--- src/rtl/core/char_lcd_nibble_sequencer_defines.svh ---
// Assertion macros for the character LCD nibble sequencer.
`ifndef CHAR_LCD_NIBBLE_SEQUENCER_DEFINES_SVH
`define CHAR_LCD_NIBBLE_SEQUENCER_DEFINES_SVH

`ifndef SYNTH

`define LCDNS_ASSERT(label, clk, rst, prop) \
   label: assert property (@(posedge clk) disable iff (rst) (prop)) \
      else $error("lcdns assertion failed");

`define LCDNS_ASSERT_IMPL(label, clk, rst, ante, cons) \
   label: assert property (@(posedge clk) disable iff (rst) (ante) |-> (cons)) \
      else $error("lcdns implication failed");

`define LCDNS_ASSERT_NEXT(label, clk, rst, ante, cons) \
   label: assert property (@(posedge clk) disable iff (rst) (ante) |=> (cons)) \
      else $error("lcdns next-cycle check failed");

`else

`define LCDNS_ASSERT(label, clk, rst, prop)
`define LCDNS_ASSERT_IMPL(label, clk, rst, ante, cons)
`define LCDNS_ASSERT_NEXT(label, clk, rst, ante, cons)

`endif

`endif

--- src/rtl/core/lcdns_pkg.sv ---
`timescale 1ns / 1ps

package lcdns_pkg;

   localparam logic [7:0] ROW1_BASE     = 8'h80;
   localparam logic [7:0] ROW2_BASE     = 8'hC0;
   localparam logic [7:0] BYTE_CLEAR    = 8'h01;
   localparam logic [7:0] BYTE_FUNC_SET = 8'h28;
   localparam logic [7:0] BYTE_DISP_ON  = 8'h0C;
   localparam logic [7:0] BYTE_ENTRY    = 8'h06;
   localparam logic [3:0] NIB_WAKE      = 4'h3;
   localparam logic [3:0] NIB_FOUR_BIT  = 4'h2;
   localparam logic [3:0] NIB_MASK      = 4'hF;

   localparam logic [1:0] ROW_ONE = 2'd1;
   localparam logic [1:0] ROW_TWO = 2'd2;

   localparam logic [1:0] WAKE_LAST      = 2'd3;
   localparam logic [1:0] INIT_BYTE_LAST = 2'd3;

   localparam logic [15:0] HOLD_US_POWER      = 16'd50000;
   localparam logic [15:0] HOLD_US_PULSE      = 16'd50;
   localparam logic [15:0] HOLD_US_SETUP      = 16'd5;
   localparam logic [15:0] HOLD_US_WAKE_LONG  = 16'd4050;
   localparam logic [15:0] HOLD_US_WAKE_SHORT = 16'd150;
   localparam logic [15:0] HOLD_US_CLEAR      = 16'd2050;

   typedef enum logic [1:0] {
      OP_INIT   = 2'd0,
      OP_WRITE  = 2'd1,
      OP_CLEAR  = 2'd2,
      OP_CURSOR = 2'd3
   } op_type;

   typedef enum logic [2:0] {
      ST_IDLE,
      ST_POWER,
      ST_WAKE,
      ST_BYTE_SEL,
      ST_BYTE_NIB
   } state_type;

   typedef enum logic [1:0] {
      STEP_POWER,
      STEP_SELECT,
      STEP_STROBE_HI,
      STEP_STROBE_LO
   } step_kind_type;

   typedef enum logic [1:0] {
      NIB_SRC_WAKE,
      NIB_SRC_FOUR_BIT,
      NIB_SRC_HIGH,
      NIB_SRC_LOW
   } nib_src_type;

   typedef enum logic [2:0] {
      HOLD_POWER,
      HOLD_PULSE,
      HOLD_SETUP,
      HOLD_WAKE_LONG,
      HOLD_WAKE_SHORT,
      HOLD_CLEAR
   } hold_code_type;

   typedef struct packed {
      logic          capture;
      logic          fire;
      step_kind_type kind;
      nib_src_type   nib_src;
      logic          rs;
      hold_code_type hold;
      logic          last;
      logic          load_init;
      logic [1:0]    init_idx;
   } ctrl_cmd_type;

   typedef struct packed {
      logic slot_free;
   } dp_status_type;

   function automatic logic [7:0] init_byte(input logic [1:0] idx);
      logic [7:0] value;
      case (idx)
         2'd0:    value = BYTE_CLEAR;
         2'd1:    value = BYTE_FUNC_SET;
         2'd2:    value = BYTE_DISP_ON;
         default: value = BYTE_ENTRY;
      endcase
      return value;
   endfunction

   function automatic logic [15:0] hold_value(input hold_code_type code);
      logic [15:0] value;
      case (code)
         HOLD_POWER:      value = HOLD_US_POWER;
         HOLD_PULSE:      value = HOLD_US_PULSE;
         HOLD_SETUP:      value = HOLD_US_SETUP;
         HOLD_WAKE_LONG:  value = HOLD_US_WAKE_LONG;
         HOLD_WAKE_SHORT: value = HOLD_US_WAKE_SHORT;
         HOLD_CLEAR:      value = HOLD_US_CLEAR;
         default:         value = HOLD_US_PULSE;
      endcase
      return value;
   endfunction

endpackage

--- src/rtl/core/lcdns_ctrl.sv ---
`timescale 1ns / 1ps

module lcdns_ctrl (
   input  logic                   clock,
   input  logic                   reset,
   input  logic                   req_valid,
   input  logic [1:0]             req_op,
   output logic                   req_ready,
   input  lcdns_pkg::dp_status_type status,
   output lcdns_pkg::ctrl_cmd_type  cmd
);

   lcdns_pkg::state_type state_ff, state_in;
   lcdns_pkg::op_type    op_ff, op_in;
   logic [1:0]           cnt_ff, cnt_in;
   logic                 phase_ff, phase_in;
   logic                 half_ff, half_in;

   logic accept;
   logic free;
   logic final_nib;
   logic more_init;

   assign req_ready = (state_ff == lcdns_pkg::ST_IDLE);
   assign accept    = req_valid && req_ready;
   assign free      = status.slot_free;
   assign final_nib = half_ff && phase_ff;
   assign more_init = (op_ff == lcdns_pkg::OP_INIT) && (cnt_ff != lcdns_pkg::INIT_BYTE_LAST);

   always_ff @(posedge clock) begin
      if (reset) begin
         state_ff <= lcdns_pkg::ST_IDLE;
         op_ff    <= lcdns_pkg::OP_INIT;
         cnt_ff   <= 2'd0;
         phase_ff <= 1'b0;
         half_ff  <= 1'b0;
      end else begin
         state_ff <= state_in;
         op_ff    <= op_in;
         cnt_ff   <= cnt_in;
         phase_ff <= phase_in;
         half_ff  <= half_in;
      end
   end

   // next state
   always_comb begin
      state_in = state_ff;
      op_in    = op_ff;
      cnt_in   = cnt_ff;
      phase_in = phase_ff;
      half_in  = half_ff;
      case (state_ff)
         lcdns_pkg::ST_IDLE: begin
            if (accept) begin
               op_in    = lcdns_pkg::op_type'(req_op);
               cnt_in   = 2'd0;
               phase_in = 1'b0;
               half_in  = 1'b0;
               if (lcdns_pkg::op_type'(req_op) == lcdns_pkg::OP_INIT) begin
                  state_in = lcdns_pkg::ST_POWER;
               end else begin
                  state_in = lcdns_pkg::ST_BYTE_SEL;
               end
            end
         end
         lcdns_pkg::ST_POWER: begin
            if (free) begin
               state_in = lcdns_pkg::ST_WAKE;
               cnt_in   = 2'd0;
               phase_in = 1'b0;
            end
         end
         lcdns_pkg::ST_WAKE: begin
            if (free) begin
               phase_in = !phase_ff;
               if (phase_ff) begin
                  if (cnt_ff == lcdns_pkg::WAKE_LAST) begin
                     state_in = lcdns_pkg::ST_BYTE_SEL;
                     cnt_in   = 2'd0;
                  end else begin
                     cnt_in = cnt_ff + 2'd1;
                  end
               end
            end
         end
         lcdns_pkg::ST_BYTE_SEL: begin
            if (free) begin
               state_in = lcdns_pkg::ST_BYTE_NIB;
               phase_in = 1'b0;
               half_in  = 1'b0;
            end
         end
         lcdns_pkg::ST_BYTE_NIB: begin
            if (free) begin
               phase_in = !phase_ff;
               if (phase_ff) begin
                  half_in = !half_ff;
               end
               if (final_nib) begin
                  if (more_init) begin
                     state_in = lcdns_pkg::ST_BYTE_SEL;
                     cnt_in   = cnt_ff + 2'd1;
                  end else begin
                     state_in = lcdns_pkg::ST_IDLE;
                  end
               end
            end
         end
         default: begin
            state_in = lcdns_pkg::ST_IDLE;
         end
      endcase
   end

   // outputs
   always_comb begin
      cmd           = '0;
      cmd.capture   = accept;
      cmd.kind      = lcdns_pkg::STEP_POWER;
      cmd.nib_src   = lcdns_pkg::NIB_SRC_WAKE;
      cmd.hold      = lcdns_pkg::HOLD_PULSE;
      case (state_ff)
         lcdns_pkg::ST_IDLE: begin
            cmd.fire = 1'b0;
         end
         lcdns_pkg::ST_POWER: begin
            cmd.fire = free;
            cmd.kind = lcdns_pkg::STEP_POWER;
            cmd.hold = lcdns_pkg::HOLD_POWER;
         end
         lcdns_pkg::ST_WAKE: begin
            cmd.fire = free;
            cmd.kind = phase_ff ? lcdns_pkg::STEP_STROBE_LO : lcdns_pkg::STEP_STROBE_HI;
            cmd.nib_src = (cnt_ff == lcdns_pkg::WAKE_LAST) ? lcdns_pkg::NIB_SRC_FOUR_BIT
                                                          : lcdns_pkg::NIB_SRC_WAKE;
            if (phase_ff && (cnt_ff == 2'd0)) begin
               cmd.hold = lcdns_pkg::HOLD_WAKE_LONG;
            end else if (phase_ff && (cnt_ff == 2'd1)) begin
               cmd.hold = lcdns_pkg::HOLD_WAKE_SHORT;
            end else begin
               cmd.hold = lcdns_pkg::HOLD_PULSE;
            end
            cmd.load_init = free && phase_ff && (cnt_ff == lcdns_pkg::WAKE_LAST);
            cmd.init_idx  = 2'd0;
         end
         lcdns_pkg::ST_BYTE_SEL: begin
            cmd.fire = free;
            cmd.kind = lcdns_pkg::STEP_SELECT;
            cmd.rs   = (op_ff == lcdns_pkg::OP_WRITE);
            cmd.hold = lcdns_pkg::HOLD_SETUP;
         end
         lcdns_pkg::ST_BYTE_NIB: begin
            cmd.fire    = free;
            cmd.kind    = phase_ff ? lcdns_pkg::STEP_STROBE_LO : lcdns_pkg::STEP_STROBE_HI;
            cmd.nib_src = half_ff ? lcdns_pkg::NIB_SRC_LOW : lcdns_pkg::NIB_SRC_HIGH;
            if (final_nib && ((op_ff == lcdns_pkg::OP_CLEAR) ||
                              ((op_ff == lcdns_pkg::OP_INIT) && (cnt_ff == 2'd0)))) begin
               cmd.hold = lcdns_pkg::HOLD_CLEAR;
            end else begin
               cmd.hold = lcdns_pkg::HOLD_PULSE;
            end
            cmd.last      = final_nib && !more_init;
            cmd.load_init = free && final_nib && more_init;
            cmd.init_idx  = cnt_ff + 2'd1;
         end
         default: begin
            cmd.fire = 1'b0;
         end
      endcase
   end

endmodule

--- src/rtl/core/lcdns_dp.sv ---
`timescale 1ns / 1ps

module lcdns_dp (
   input  logic                    clock,
   input  logic                    reset,
   input  logic [1:0]              req_op,
   input  logic [7:0]              req_char_code,
   input  logic [1:0]              req_row,
   input  logic [7:0]              req_col,
   input  lcdns_pkg::ctrl_cmd_type cmd,
   output lcdns_pkg::dp_status_type status,
   output logic                    rsp_valid,
   input  logic                    rsp_ready,
   output logic                    rsp_enable_pin,
   output logic                    rsp_select_pin,
   output logic [3:0]              rsp_data_pins,
   output logic [15:0]             rsp_hold_us,
   output logic                    rsp_last
);

   logic        en_ff, en_in;
   logic        sel_ff, sel_in;
   logic [3:0]  data_ff, data_in;
   logic        valid_ff, valid_in;
   logic [7:0]  byte_ff, byte_in;
   logic [15:0] hold_ff, hold_in;
   logic        last_ff, last_in;

   logic [7:0]  row_base;
   logic [7:0]  cursor_addr;
   logic [3:0]  nib;

   always_comb begin
      case (req_row)
         lcdns_pkg::ROW_ONE: row_base = lcdns_pkg::ROW1_BASE;
         lcdns_pkg::ROW_TWO: row_base = lcdns_pkg::ROW2_BASE;
         default:            row_base = 8'h00;
      endcase
   end

   assign cursor_addr = row_base + req_col;

   always_comb begin
      byte_in = byte_ff;
      if (cmd.capture) begin
         case (lcdns_pkg::op_type'(req_op))
            lcdns_pkg::OP_WRITE:  byte_in = req_char_code;
            lcdns_pkg::OP_CLEAR:  byte_in = lcdns_pkg::BYTE_CLEAR;
            lcdns_pkg::OP_CURSOR: byte_in = cursor_addr;
            default:              byte_in = byte_ff;
         endcase
      end else if (cmd.load_init) begin
         byte_in = lcdns_pkg::init_byte(cmd.init_idx);
      end
   end

   always_comb begin
      case (cmd.nib_src)
         lcdns_pkg::NIB_SRC_WAKE:     nib = lcdns_pkg::NIB_WAKE;
         lcdns_pkg::NIB_SRC_FOUR_BIT: nib = lcdns_pkg::NIB_FOUR_BIT;
         lcdns_pkg::NIB_SRC_HIGH:     nib = byte_ff[7:4];
         lcdns_pkg::NIB_SRC_LOW:      nib = byte_ff[3:0] & lcdns_pkg::NIB_MASK;
         default:                     nib = lcdns_pkg::NIB_WAKE;
      endcase
   end

   // pin state; the result word shows the state each step leaves
   always_comb begin
      en_in   = en_ff;
      sel_in  = sel_ff;
      data_in = data_ff;
      hold_in = hold_ff;
      last_in = last_ff;
      if (cmd.fire) begin
         hold_in = lcdns_pkg::hold_value(cmd.hold);
         last_in = cmd.last;
         case (cmd.kind)
            lcdns_pkg::STEP_POWER: begin
               en_in   = 1'b0;
               data_in = 4'h0;
            end
            lcdns_pkg::STEP_SELECT: begin
               sel_in = cmd.rs;
            end
            lcdns_pkg::STEP_STROBE_HI: begin
               en_in   = 1'b1;
               data_in = nib;
            end
            lcdns_pkg::STEP_STROBE_LO: begin
               en_in = 1'b0;
            end
            default: begin
               en_in = en_ff;
            end
         endcase
      end
   end

   always_comb begin
      if (cmd.fire) begin
         valid_in = 1'b1;
      end else if (rsp_ready) begin
         valid_in = 1'b0;
      end else begin
         valid_in = valid_ff;
      end
   end

   always_ff @(posedge clock) begin
      if (reset) begin
         en_ff    <= 1'b0;
         sel_ff   <= 1'b0;
         data_ff  <= 4'h0;
         valid_ff <= 1'b0;
      end else begin
         en_ff    <= en_in;
         sel_ff   <= sel_in;
         data_ff  <= data_in;
         valid_ff <= valid_in;
      end
   end

   always_ff @(posedge clock) begin
      byte_ff <= byte_in;
      hold_ff <= hold_in;
      last_ff <= last_in;
   end

   assign status.slot_free = !valid_ff || rsp_ready;

   assign rsp_valid      = valid_ff;
   assign rsp_enable_pin = en_ff;
   assign rsp_select_pin = sel_ff;
   assign rsp_data_pins  = data_ff;
   assign rsp_hold_us    = hold_ff;
   assign rsp_last       = last_ff;

endmodule

--- src/rtl/core/char_lcd_nibble_sequencer.sv ---
// channel | direction | words per command
// req_    | in        | one: op, char_code, row, col
// rsp_    | out       | 5 for write/clear/cursor, 29 for init; last marks the end
//
// One pin step is issued per cycle while the result register is free.
// A new command is taken only after the final step of the previous one is issued.
// Reset is synchronous, active high; it clears the controller and the pin levels.
// A stalled rsp_ready holds the sequencer on the current step.
`timescale 1ns / 1ps
`include "char_lcd_nibble_sequencer_defines.svh"

module char_lcd_nibble_sequencer (
   input  logic        clock,
   input  logic        reset,
   input  logic        req_valid,
   output logic        req_ready,
   input  logic [1:0]  req_op,
   input  logic [7:0]  req_char_code,
   input  logic [1:0]  req_row,
   input  logic [7:0]  req_col,
   output logic        rsp_valid,
   input  logic        rsp_ready,
   output logic        rsp_enable_pin,
   output logic        rsp_select_pin,
   output logic [3:0]  rsp_data_pins,
   output logic [15:0] rsp_hold_us,
   output logic        rsp_last
);

   lcdns_pkg::ctrl_cmd_type  cmd;
   lcdns_pkg::dp_status_type status;

   lcdns_ctrl u_ctrl (
      .clock     (clock),
      .reset     (reset),
      .req_valid (req_valid),
      .req_op    (req_op),
      .req_ready (req_ready),
      .status    (status),
      .cmd       (cmd)
   );

   lcdns_dp u_dp (
      .clock          (clock),
      .reset          (reset),
      .req_op         (req_op),
      .req_char_code  (req_char_code),
      .req_row        (req_row),
      .req_col        (req_col),
      .cmd            (cmd),
      .status         (status),
      .rsp_valid      (rsp_valid),
      .rsp_ready      (rsp_ready),
      .rsp_enable_pin (rsp_enable_pin),
      .rsp_select_pin (rsp_select_pin),
      .rsp_data_pins  (rsp_data_pins),
      .rsp_hold_us    (rsp_hold_us),
      .rsp_last       (rsp_last)
   );

   `LCDNS_ASSERT_IMPL(a_last_strobe_low, clock, reset, rsp_valid && rsp_last, !rsp_enable_pin)
   `LCDNS_ASSERT_IMPL(a_strobe_hold, clock, reset, rsp_valid && rsp_enable_pin, rsp_hold_us == 16'd50)
   `LCDNS_ASSERT_NEXT(a_one_cmd_at_a_time, clock, reset, req_valid && req_ready, !req_ready)
   `LCDNS_ASSERT(a_fire_needs_slot, clock, reset, !cmd.fire || status.slot_free)

endmodule
--- config.mk ---
export PLATFORM = sky130hd
export DESIGN_NAME = char_lcd_nibble_sequencer
export DESIGN_NICKNAME = d
export VERILOG_FILES = /design/src/rtl/core/lcdns_pkg.sv /design/src/rtl/core/lcdns_ctrl.sv /design/src/rtl/core/lcdns_dp.sv /design/src/rtl/core/char_lcd_nibble_sequencer.sv
export VERILOG_INCLUDE_DIRS = /design/src /design/src/rtl/core
export SDC_FILE = /design/constraint.sdc
export NUM_CORES = 1
export LEC_CHECK = 0
export ABC_AREA = 1
export BUFFER_PORTS_ARGS = -buffer_cell sky130_fd_sc_hd__buf_4
export CORE_ASPECT_RATIO = 1.25
export CORE_UTILIZATION = 35
export CTS_BUF_LIST = sky130_fd_sc_hd__clkbuf_16
export DETAILED_ROUTE_END_ITERATION = 6
export GPL_TIMING_DRIVEN = 0
export HOLD_SLACK_MARGIN = 0.05
export PLACE_DENSITY = 0.53
export SYNTH_ARGS = -nofsm -noshare
export SYNTH_HDL_FRONTEND = slang
export SYNTH_SLANG_ARGS = --single-unit
--- constraint.sdc ---
create_clock -name clock -period 2.25 [get_ports clock]
set_clock_uncertainty 0.1 [all_clocks]
set_input_delay 0.225 -clock clock [delete_from_list [all_inputs] [get_ports clock]]
set_output_delay 0.225 -clock clock [all_outputs]
set_load 0.05 [all_outputs]
==> reports/results.tsv, run 1 <==
metric	value	unit
Die Area	0.006325	mm2
Post-Syn Area	0.002103	mm2
drt first pass iters	6	
Max IR drop VDD	0.3592	mV
total wire length	4.674	mm
Power Total	2.740	mW
Fin. Hold Viols	0	
Core Area	0.005779	mm2
CTS Sinks	35	
clock root buffer	clkbuf_16	
initial antenna violation count	0	
Int Pwr	1.673	mW
first-pass GRT wire length	7.721	mm
clk_lat worst skew	0.28	ns
switching power	1.067	mW
WL/cell	12.17	um
Routed Antenna Nets	0	
count of input and output buffers	44	
Die Span Y	88.67	um
crit path time final	2.032	ns
Pins Over Slew Limit	0	
RSZ-0062 raised after global routing	false	
Core Rows	31	
outcome	complete, but fails checks	
pwr dens	1020	mW/mm2
crit share post-route	90.31	%
Initial Util	36.39	%
IO Count	49	
largest net degree at the start of global routing	14	
vias	1807	
CTS Hold Bufs	0	
Post-Synthesis Cells	264	
Area Growth Syn to Fin	27.72	%
drt drc	3	
# nets final	354	
Netlist cell types	31	
violated checks	DRC	
Comb power frac	39.8	%
CTS tree	built	
critical path required time	2.06	ns
Synthesis Warnings	0	
worst hold path type	primary input to flop	
max-cap viol count	0	
Fillers	596	
hpwl dp	3.778	mm
relative slew slack	56.20	%
Max Freq	492.1	MHz
Reg power frac	32.6	%
Avg Cell Area, Syn	7.967	um2
clock power share	27.7	%
final hold slack	0.1517	ns
number of global-route vias before repair	1714	
CTS H-tree lvls	2	
initial drt markers	102	
share of cells above drive strength 1	27.04	%
Die X-Extent	71.34	um
vias per cell	4.706	
CP startpoint kind	flop	
GP Congestion	0.8662	
Total GRT Usage	15.89	%
sequential share of the synthesized area	42.36	%
Setup TNS Final	0	ns
Static Leakage	1.268	nW
CTS max path bufs	2	
CTS Buf Count	5	
final setup violating endpoints	0	
post-CTS setup buffer count	0	
WS Path Type	flop to flop	
diodes inserted	0	
Net Sw Frac	38.94	%
Worst-path clk slew	0.05	ns
post-synthesis register bit count	35	
CP Capture Type	flop	
Overflow after GRT	0	
worst slew pin tran	0.6526	ns
post_cts resized	0	
Arrival @ worst endpoint	1.85	ns
crit-path max FO	10	
[critical path, cell delays in order (launching register included)]
cell     delay (ns)
dfxtp_1        0.40
nor2_4         0.25
nand2_1        0.11
inv_1          0.09
nand2_2        0.14
o21ai_1        0.57
[state kept, by name, summed over array words and instances, names as in the netlist]
register / cells
u_ctrl.half_ff: 1
u_dp.rsp_data_pins: 4
u_dp.byte_ff: 8
u_ctrl.phase_ff: 1
u_dp.rsp_select_pin: 1
u_ctrl.op_ff: 2
u_dp.rsp_hold_us: 10
u_ctrl.cnt_ff: 2
u_dp.rsp_last: 1
u_dp.rsp_enable_pin: 1
u_ctrl.state_ff: 3
u_dp.rsp_valid: 1
[cell usage after synthesis]
cell | count | share of area (%)
clkbuf_1 | 1 | 0.18
o21ai_0 | 12 | 2.9
o211ai_1 | 1 | 0.36
nand3_2 | 2 | 0.95
a31oi_1 | 1 | 0.30
a21boi_0 | 1 | 0.36
o21ai_1 | 7 | 1.7
inv_1 | 34 | 6.1
dfxtp_1 | 16 | 15
buf_2 | 2 | 0.48
nand2_4 | 3 | 1.6
xnor2_1 | 1 | 0.42
a21oi_1 | 18 | 4.3
ha_1 | 13 | 7.7
inv_2 | 3 | 0.54
nor2_1 | 26 | 4.6
conb_1 | 1 | 0.18
inv_4 | 1 | 0.30
nor2_4 | 3 | 1.6
o31ai_1 | 1 | 0.36
nand3b_1 | 2 | 0.71
edfxtp_1 | 19 | 27
nand2_2 | 8 | 2.4
nor2_2 | 5 | 1.5
a22oi_1 | 6 | 2.1
nor3_1 | 5 | 1.2
nand3_1 | 10 | 2.4
nand2_1 | 52 | 9.3
or2_2 | 3 | 0.89
buf_1 | 1 | 0.18
buf_4 | 6 | 2.1
[power by group through the flow]
stage	Clock, mW	Sequential, mW	Combinational (mW)
6_report	0.758	0.893	1.09
5_1_grt	0.799	0.906	1.19
4_1_cts	0.774	0.894	1.10
3_5_place_dp	0	0.907	1.09
3_3_place_gp	0	0.903	1.09
2_1_floorplan	0	1.11	0.597
[final cells by class]
cell class,count,area (um2),share of cell area (%)
Multi-Input combinational cell,183,1012,37.68
Clock buffer,5,125.1,4.658
Sequential cell,35,890.9,33.16
Tap cell,66,82.58,3.074
Timing Repair Buffer,44,330.3,12.30
Inverter,38,145.1,5.403
Buffer,10,62.56,2.329
Clock inverter,3,37.54,1.397
[per-layer routing]
metal	vias up	wire, um	track usage, %
met5	-	0	0
met3	9	180	2.847
met1	799	2011	17.75
li1	955	-	-
met4	0	102	7.455
met2	44	2379	29.26
[worst paths after layout]
| path | start | endpoint | slack [ns] | cells after the start |
|---|---|---|---|---|
| setup / recovery | u_ctrl.state_ff[1]$_SDFFE_PP0P_ | u_dp.byte_ff[3]$_DFFE_PP_ | 0.22 | 5 |
| hold / removal | req_op[0] | u_ctrl.op_ff[0]$_SDFFE_PP0P_ | 0.15 | 3 |
| setup reg to reg | u_ctrl.state_ff[1]$_SDFFE_PP0P_ | u_dp.byte_ff[3]$_DFFE_PP_ | 0.22 | 5 |
| hold reg to reg | u_dp.rsp_enable_pin$_SDFFE_PP0P_ | u_dp.rsp_enable_pin$_SDFFE_PP0P_ | 0.35 | 2 |
[per-stage QoR]
stage          setup WS [ns]  utilization (%)  instance area (um2)  std cells
6_report              0.2180            46.48                 2686        384
5_1_grt              0.01240            46.48                 2686        384
4_1_cts               0.1789            46.48                 2686        384
3_5_place_dp          0.1838            43.67                 2524        376
3_3_place_gp          0.2006            43.67                 2524        376
2_1_floorplan         0.1368                -                 2111        266
[layout by cell type, fill, tap and decap left out, types with 3 or more instances in the layout]
master | netlist | routed
nand2_1 | 52 | 52
buf_4 | 6 | 50
inv_1 | 34 | 36
nor2_1 | 26 | 26
edfxtp_1 | 19 | 19
a21oi_1 | 18 | 18
dfxtp_1 | 16 | 16
ha_1 | 13 | 13
o21ai_0 | 12 | 11
nand3_1 | 10 | 10
nand2_2 | 8 | 8
o21ai_1 | 7 | 8
a22oi_1 | 6 | 6
nor2_2 | 5 | 5
nor3_1 | 5 | 5
clkbuf_16 | 0 | 5
inv_2 | 3 | 3
nor2_4 | 3 | 3
nand2_4 | 3 | 3
or2_2 | 3 | 3
conb_1 | 1 | 3
[cell families after synthesis]
logic type | Yosys count | share of synthesized area (%)
and+or+nand+nor | 119 | 27.13
buffers and inverters | 48 | 9.875
AOI/OAI and AO/OA | 47 | 12.31
DFF | 35 | 42.36
adders and majority gates | 13 | 7.734
xor gates and xnor gates | 1 | 0.4165
other | 1 | 0.1783
No activity file was read; power rests on OpenSTA's default activity.
==> run 2: changes to the inputs <==
- ABC_AREA: 1 -> not set
- ABC_CLOCK_PERIOD_IN_PS: not set -> 2250
==> run 2 against run 1 <==
Compared with the run above: the run still ends with DRC left; synthesized area decreased by 2.1%; first-iteration DRC count increased by 23%; sequential share of layout area decreased by 0.092 points; design area increased by 0.28%; via count shrank 0.50%; worst setup slack worse by 0.069 ns; flip-flop and latch count did not move; worst hold slack better by 0.029 ns; sequential power increased by 15%; count of clock-buffer cells in the layout unchanged; clock power is 15% lower; critical endpoint is now u_dp.byte_ff[6]$_SDFFCE_PN0P_.
==> reports/results.tsv, run 2 <==
metric	value	unit	change
Comb power frac	54.0	%	+14 points
Total GRT Usage	15.46	%	-0.42 points
Yosys top cell area share	27.70	%	+0.58 points
WL/cell	13.28	um	+9.1%
Max Freq	475.9	MHz	-3.3%
# nets final	320		-9.6%
main flop type after synthesis	edfxtp_1		
Synthesis Warnings	0		unchanged
crit path time final	2.101	ns	+0.06934 ns
CP startpoint kind	flop		
CTS Buf Count	5		unchanged
first-pass GRT wire length	7.486	mm	-3.0%
CTS Sinks	35		unchanged
Routed Antenna Nets	0		unchanged
CP Capture Type	flop		
Core Rows	30		-3.2%
Fin. Hold Viols	0		unchanged
critical path, cell by cell	buf_6, clkbuf_1, nor3b_2, a32oi_1, o22ai_2		
vias per cell	5.167		+9.8%
XOR/XNOR Fraction of Synth Area	1.276	%	+0.86 points
outcome	complete, but fails checks		
Initial Util	37.07	%	+0.68 points
total wire length	4.620	mm	-1.2%
count of input and output buffers	44		unchanged
drt first pass iters	7		+1
sequential share of the synthesized area	43.26	%	+0.90 points
R2R depth	5		unchanged
number of global-route vias before repair	1652		-3.6%
crit-path max FO	10		unchanged
largest family of logic cells by synthesized area	simple AND/OR/NAND/NOR gates		
IO Count	49		unchanged
Setup TNS Final	0	ns	unchanged
Post-Syn Area	0.002059	mm2	-2.1%
Worst-path clk slew	0.05	ns	about the same
worst path buffer plus inverter count	2		+1
CTS tree	built		
Synth Area in Adders	7.898	%	+0.16 points
crit share post-route	93.39	%	+3.1 points
count leader, synth	nand2_1		
clk_lat worst skew	0.27	ns	about the same
switching power	1.608	mW	+51%
Max IR drop VDD	0.5099	mV	+42%
GP Congestion	0.8518		-1.7%
Die Span Y	87.77	um	-1.0%
share of cells above drive strength 1	26.76	%	-0.28 points
clock root buffer	clkbuf_16		
Arrival @ worst endpoint	1.93	ns	+0.08 ns
critical path required time	2.08	ns	+0.02 ns
RSZ-0062 raised after global routing	false		
pwr dens	1347	mW/mm2	+32%
CTS H-tree lvls	2		unchanged
WS Path Type	flop to flop		
worst hold path type	primary input to flop		
simple-gate share of the synthesized area	20.35	%	-6.8 points
max-cap viol count	0		unchanged
Pins Over Slew Limit	0		unchanged
mux cell area share after synthesis	1.944	%	+1.9 points
largest net degree at the start of global routing	17		+3
ys async rst share	0	%	unchanged
Synth area leader	edfxtp_1		
Crit. path cell count	5		unchanged
Die Area	0.006197	mm2	-2.0%
worst slack, placed	-0.08319	ns	-0.2670 ns
Overflow after GRT	0		unchanged
worst slew pin tran	0.6640	ns	+0.01135 ns
Reg power frac	28.2	%	-4.4 points
WHS Path Cells	3		unchanged
initial antenna violation count	0		unchanged
initial drt markers	125		+23%
Post-Synthesis Cells	223		-16%
PnR worst setup slack	0.1487	ns	-0.06934 ns
Post-synth EDFFs	19		unchanged
violated checks	DRC		
vias	1798		-0.50%
crit-path leading delay family	compound AO/OA/AOI/OAI gates		
Area Growth Syn to Fin	30.80	%	
synth top area cells	edfxtp_1 (28%), dfxtp_1 (16%), ha_1 (7.9%)		
relative slew slack	55.65	%	-0.56 points
drt drc	6		+3
top post-synthesis cells by count	nand2_1 (21), a21oi_1 (20), edfxtp_1 (19), nor2_1 (19), dfxtp_1 (16)		
final setup violating endpoints	0		unchanged
Net Sw Frac	44.31	%	+5.4 points
CTS Hold Bufs	0		unchanged
commonest non-fill, non-tap cell in the layout	buf_4		
Netlist cell types	51		+65%
crit path max-delay cell type	nor3b_2		
Avg Cell Area, Syn	9.235	um2	+16%
CTS max path bufs	2		unchanged
Max stage delay on crit path	0.40	ns	-0.17 ns
Static Leakage	1.149	nW	-9.4%
Synth Area in Compound Gates	17.92	%	+5.6 points
clock power share	17.7	%	-10 points
diodes inserted	0		unchanged
Die X-Extent	70.61	um	-1.0%
Int Pwr	2.022	mW	+21%
number of flip-flops in the largest register	10		unchanged
hpwl dp	3.476	mm	-8.0%
commonest non-fill, non-tap cells in the layout	buf_4 (57), nand2_1 (21), a21oi_1 (20)		
Core Area	0.005555	mm2	-3.9%
post-synthesis register bit count	35		unchanged
run 2: cell count changes after synthesis, moves of 4 or more:
cell and change:
nand3_1 -8, clkbuf_1 +6, mux2i_1 +4, nand2_2 -7
inv_1 -21, o21ai_1 -6, nor2b_1 +4, nor2_1 -7
nor2_2 -4, nand2b_1 +4, nand2_1 -31
run 2: metal layers:
| layer | routed length, um | share of wire (%) | global-route usage (%) |
|---|---|---|---|
| met2 | 2340 | 51 | 28.68 |
| met4 | 59 | 1.3 | 6.182 |
| met1 | 1978 | 43 | 17.62 |
| met3 | 241 | 5.2 | 2.877 |
| met5 | 0 | 0 | 0 |
run 2: layout make-up:
class | count | area [um2]
multi-input combinational | 160 | 1040
sequential | 35 | 890.9
tap | 64 | 80.08
timing repair buffer | 51 | 395.4
fill | 553 | 2861
clock inverter | 3 | 15.01
inverter | 13 | 48.80
clock buffer | 5 | 125.1
buffer | 17 | 98.84
run 2: path summary, 6_finish.rpt:
kind,from,endpoint,slack (ns)
worst max-delay path,u_ctrl.state_ff[0]$_SDFFE_PP0P_,u_dp.byte_ff[6]$_SDFFCE_PN0P_,0.15
worst min-delay path,req_char_code[6],u_dp.byte_ff[6]$_SDFFCE_PN0P_,0.18
worst max register to register,u_ctrl.state_ff[0]$_SDFFE_PP0P_,u_dp.byte_ff[6]$_SDFFCE_PN0P_,0.15
worst min register to register,u_dp.rsp_data_pins[3]$_SDFFE_PP0P_,u_dp.rsp_data_pins[3]$_SDFFE_PP0P_,0.35
run 2: kinds of logic (layout without fill, tap and decap cells):
logic type,Yosys count,after routing
simple gates,78,78
compound gates,59,59
flops,35,35
buf+inv,30,89
fa+ha+maj,13,13
mux,4,4
xor+xnor,3,3
other cells,1,3
run 2: tightest hold or removal path: cells and delay by family:
family	cells	cell delay (ns)
and+or+nand+nor	1	0.08
AOI/OAI and AO/OA	1	0.06
buffers and inverters	1	0.08
run 2: timing repair:
action / CTS / global route
pin swaps: 0 / 1
endpoints found under the setup margin: 8 / 2
endpoints found under the hold margin: 0 / 0
gates resized for setup: 1 / 0
buffers inserted: 0 / 7
run 2: stage by stage:
stage / instances / utilization [%] / hold WS, ns / total power, mW / area, um2
6_report: 348 / 48.49 / 0.1808 / 3.630 / 2694
5_1_grt: 348 / 48.49 / 0.1916 / 3.819 / 2694
4_1_cts: 341 / 47.32 / 0.1698 / 3.476 / 2629
3_5_place_dp: 333 / 44.68 / 0.3477 / 2.815 / 2482
3_3_place_gp: 333 / 44.68 / 0.3454 / 2.813 / 2482
2_1_floorplan: 225 / - / 0.3489 / 2.347 / 2072
run 2: power by group through the flow:
| stage | logic (mW) | registers, mW | clock network [mW] |
|---|---|---|---|
| 3_5_place_dp | 1.78 | 1.04 | 0 |
| 6_report | 1.96 | 1.03 | 0.643 |
| 5_1_grt | 2.09 | 1.05 | 0.684 |
| 2_1_floorplan | 0.910 | 1.44 | 0 |
| 4_1_cts | 1.79 | 1.03 | 0.659 |
| 3_3_place_gp | 1.78 | 1.04 | 0 |
==> run 3: changes to the inputs <==
- REMOVE_ABC_BUFFERS: not set -> 1
==> run 3 against run 2 <==
Compared with the run above: the run still ends with DRC left; sequential share of layout area up 2.1 points; global-route usage is 0.085 points lower; final cell count fell by 6.3%; routed wire length is 5.5% lower; worst hold slack got worse by 0.031 ns; sequential power rose by 9%; critical endpoint is now u_dp.rsp_data_pins[2]$_SDFFE_PP0P_; largest power group unchanged.
==> reports/results.tsv, run 3 (synthesis results as in run 2) <==
metric	value	unit	change
outcome	complete, but fails checks		
violated checks	DRC		
drt drc	8		+2
CTS max path bufs	2		unchanged
largest net degree at the start of global routing	26		+9
vias	1674		-6.9%
CTS H-tree lvls	2		unchanged
Power Total	3.392	mW	-6.5%
CP startpoint kind	flop		
Routed Antenna Nets	0		unchanged
commonest non-fill, non-tap cell in the layout	buf_4		
DP Area	0.002386	mm2	-3.9%
WL/cell	13.39	um	+0.83%
CTS tree	built		
RSZ-0062 raised after global routing	false		
relative slew slack	62.52	%	+6.9 points
final setup violating endpoints	0		unchanged
share of cells above drive strength 1	24.43	%	-2.3 points
clock root buffer	clkbuf_16		
GP Congestion	0.7927		-6.9%
Area Growth Syn to Fin	23.94	%	
Max IR drop VDD	0.4375	mV	-14%
Arrival @ worst endpoint	2.19	ns	+0.26 ns
final hold slack	0.1494	ns	-0.03145 ns
Die Area	0.006197	mm2	unchanged
worst slew pin tran	0.5611	ns	-0.1029 ns
Core Area	0.005555	mm2	unchanged
pwr dens	1329	mW/mm2	-1.4%
crit-path max FO	21		+11
vias per cell	5.135		-0.61%
crit share post-route	92.51	%	-0.88 points
Overflow after GRT	0		unchanged
Core Rows	30		unchanged
CTS Buf Count	5		unchanged
clk_lat worst skew	0.28	ns	about the same
Max Freq	480.4	MHz	+0.96%
count of input and output buffers	45		+2.3%
number of global-route vias before repair	1510		-8.6%
worst hold path type	primary input to flop		
Setup TNS Final	0	ns	unchanged
initial antenna violation count	0		unchanged
Initial Util	37.07	%	unchanged
commonest non-fill, non-tap cells in the layout	buf_4 (46), nand2_1 (21), a21oi_1 (20)		
# nets final	298		-6.9%
Final Cell Area	0.002552	mm2	-5.2%
max-cap viol count	0		unchanged
IO Count	49		unchanged
Fillers	570		+3.1%
first-pass GRT wire length	7.231	mm	-3.4%
Pins Over Slew Limit	0		unchanged
drt first pass iters	6		-1
CTS Sinks	35		unchanged
number of flip-flops in the largest register	10		unchanged
Die Span Y	87.77	um	unchanged
initial drt markers	90		-28%
Die X-Extent	70.61	um	unchanged
CP Capture Type	flop		
WS Path Type	flop to flop		
diodes inserted	0		unchanged
Worst-path clk slew	0.05	ns	about the same
Static Leakage	1.063	nW	-7.4%
crit path time final	2.081	ns	-0.01990 ns
hpwl dp	3.116	mm	-10%
critical path required time	2.36	ns	+0.28 ns
Fin. Hold Viols	0		unchanged
Total GRT Usage	15.38	%	-0.085 points
total wire length	4.364	mm	-5.5%
==> run 3: cell count changes in the layout (fill, tap and decap cells not counted), sizes merged <==
cell,delta
clkbuf,-7
buf,-15
==> run 3: repair_timing <==
action                     in CTS  in global routing
setup endpoints to repair      16                 14
gates resized for setup         3                  3
pin swaps                       1                  0
hold buffers                    0                  0
cloned                          0                  0
setup buffers                   1                  0
==> run 3: power breakdown <==
part	total (mW)	switching [mW]	internal [mW]	leakage [nW]
Combinational	1.62	1.11	0.508	0.686
Clock	0.653	0.252	0.402	0.0649
Sequential	1.12	0.189	0.928	0.313
Total	3.39	1.55	1.84	1.06
==> run 3: final cells by class <==
| class | instances | area (um2) | share of cell area (%) |
|---|---|---|---|
| multi-input cells | 160 | 1041 | 40.78 |
| inverters | 13 | 48.80 | 1.912 |
| flip-flops and latches | 35 | 897.1 | 35.15 |
| clock inverters | 3 | 15.01 | 0.5882 |
| clock buffers | 5 | 125.1 | 4.902 |
| repair buffers | 46 | 345.3 | 13.53 |
| well taps | 64 | 80.08 | 3.137 |
==> run 3: layer usage <==
layer,part of all wire (%),vias up,routed length (um),track usage (%)
li1,-,863,-,-
met1,47,771,2054,19.23
met2,47,35,2070,24.80
met3,3.2,5,139,3.222
met4,2.3,0,99,8.909
met5,0,-,0,0
==> run 3: through the flow <==
step	util [%]	std cells	worst slack (ns)
3_5_place_dp	42.95	317	-0.3032
4_1_cts	45.77	326	0.06872
5_1_grt	45.95	326	0.007299
3_3_place_gp	42.95	317	-0.3273
6_report	45.95	326	0.1686
2_1_floorplan	-	208	-0.4245
==> run 3: worst max-delay path: stages (launching register included) <==
cell     delay [ns]
dfxtp_2        0.58
nor2_2         0.15
a32oi_2        0.35
ha_1           0.25
nand2_1        0.07
or3_1          0.36
a21oi_1        0.14
==> run 3: path summary, 6_finish.rpt <==
kind / cells past startpoint / to / startpoint / slack [ns]
worst max-delay path: 6 / u_dp.rsp_data_pins[2]$_SDFFE_PP0P_ / u_ctrl.state_ff[0]$_SDFFE_PP0P_ / 0.17
worst min-delay path: 2 / u_ctrl.state_ff[2]$_SDFFE_PP0P_ / reset / 0.15
worst max register to register: 6 / u_dp.rsp_data_pins[2]$_SDFFE_PP0P_ / u_ctrl.state_ff[0]$_SDFFE_PP0P_ / 0.17
worst min register to register: 2 / u_dp.rsp_data_pins[3]$_SDFFE_PP0P_ / u_dp.rsp_data_pins[3]$_SDFFE_PP0P_ / 0.35
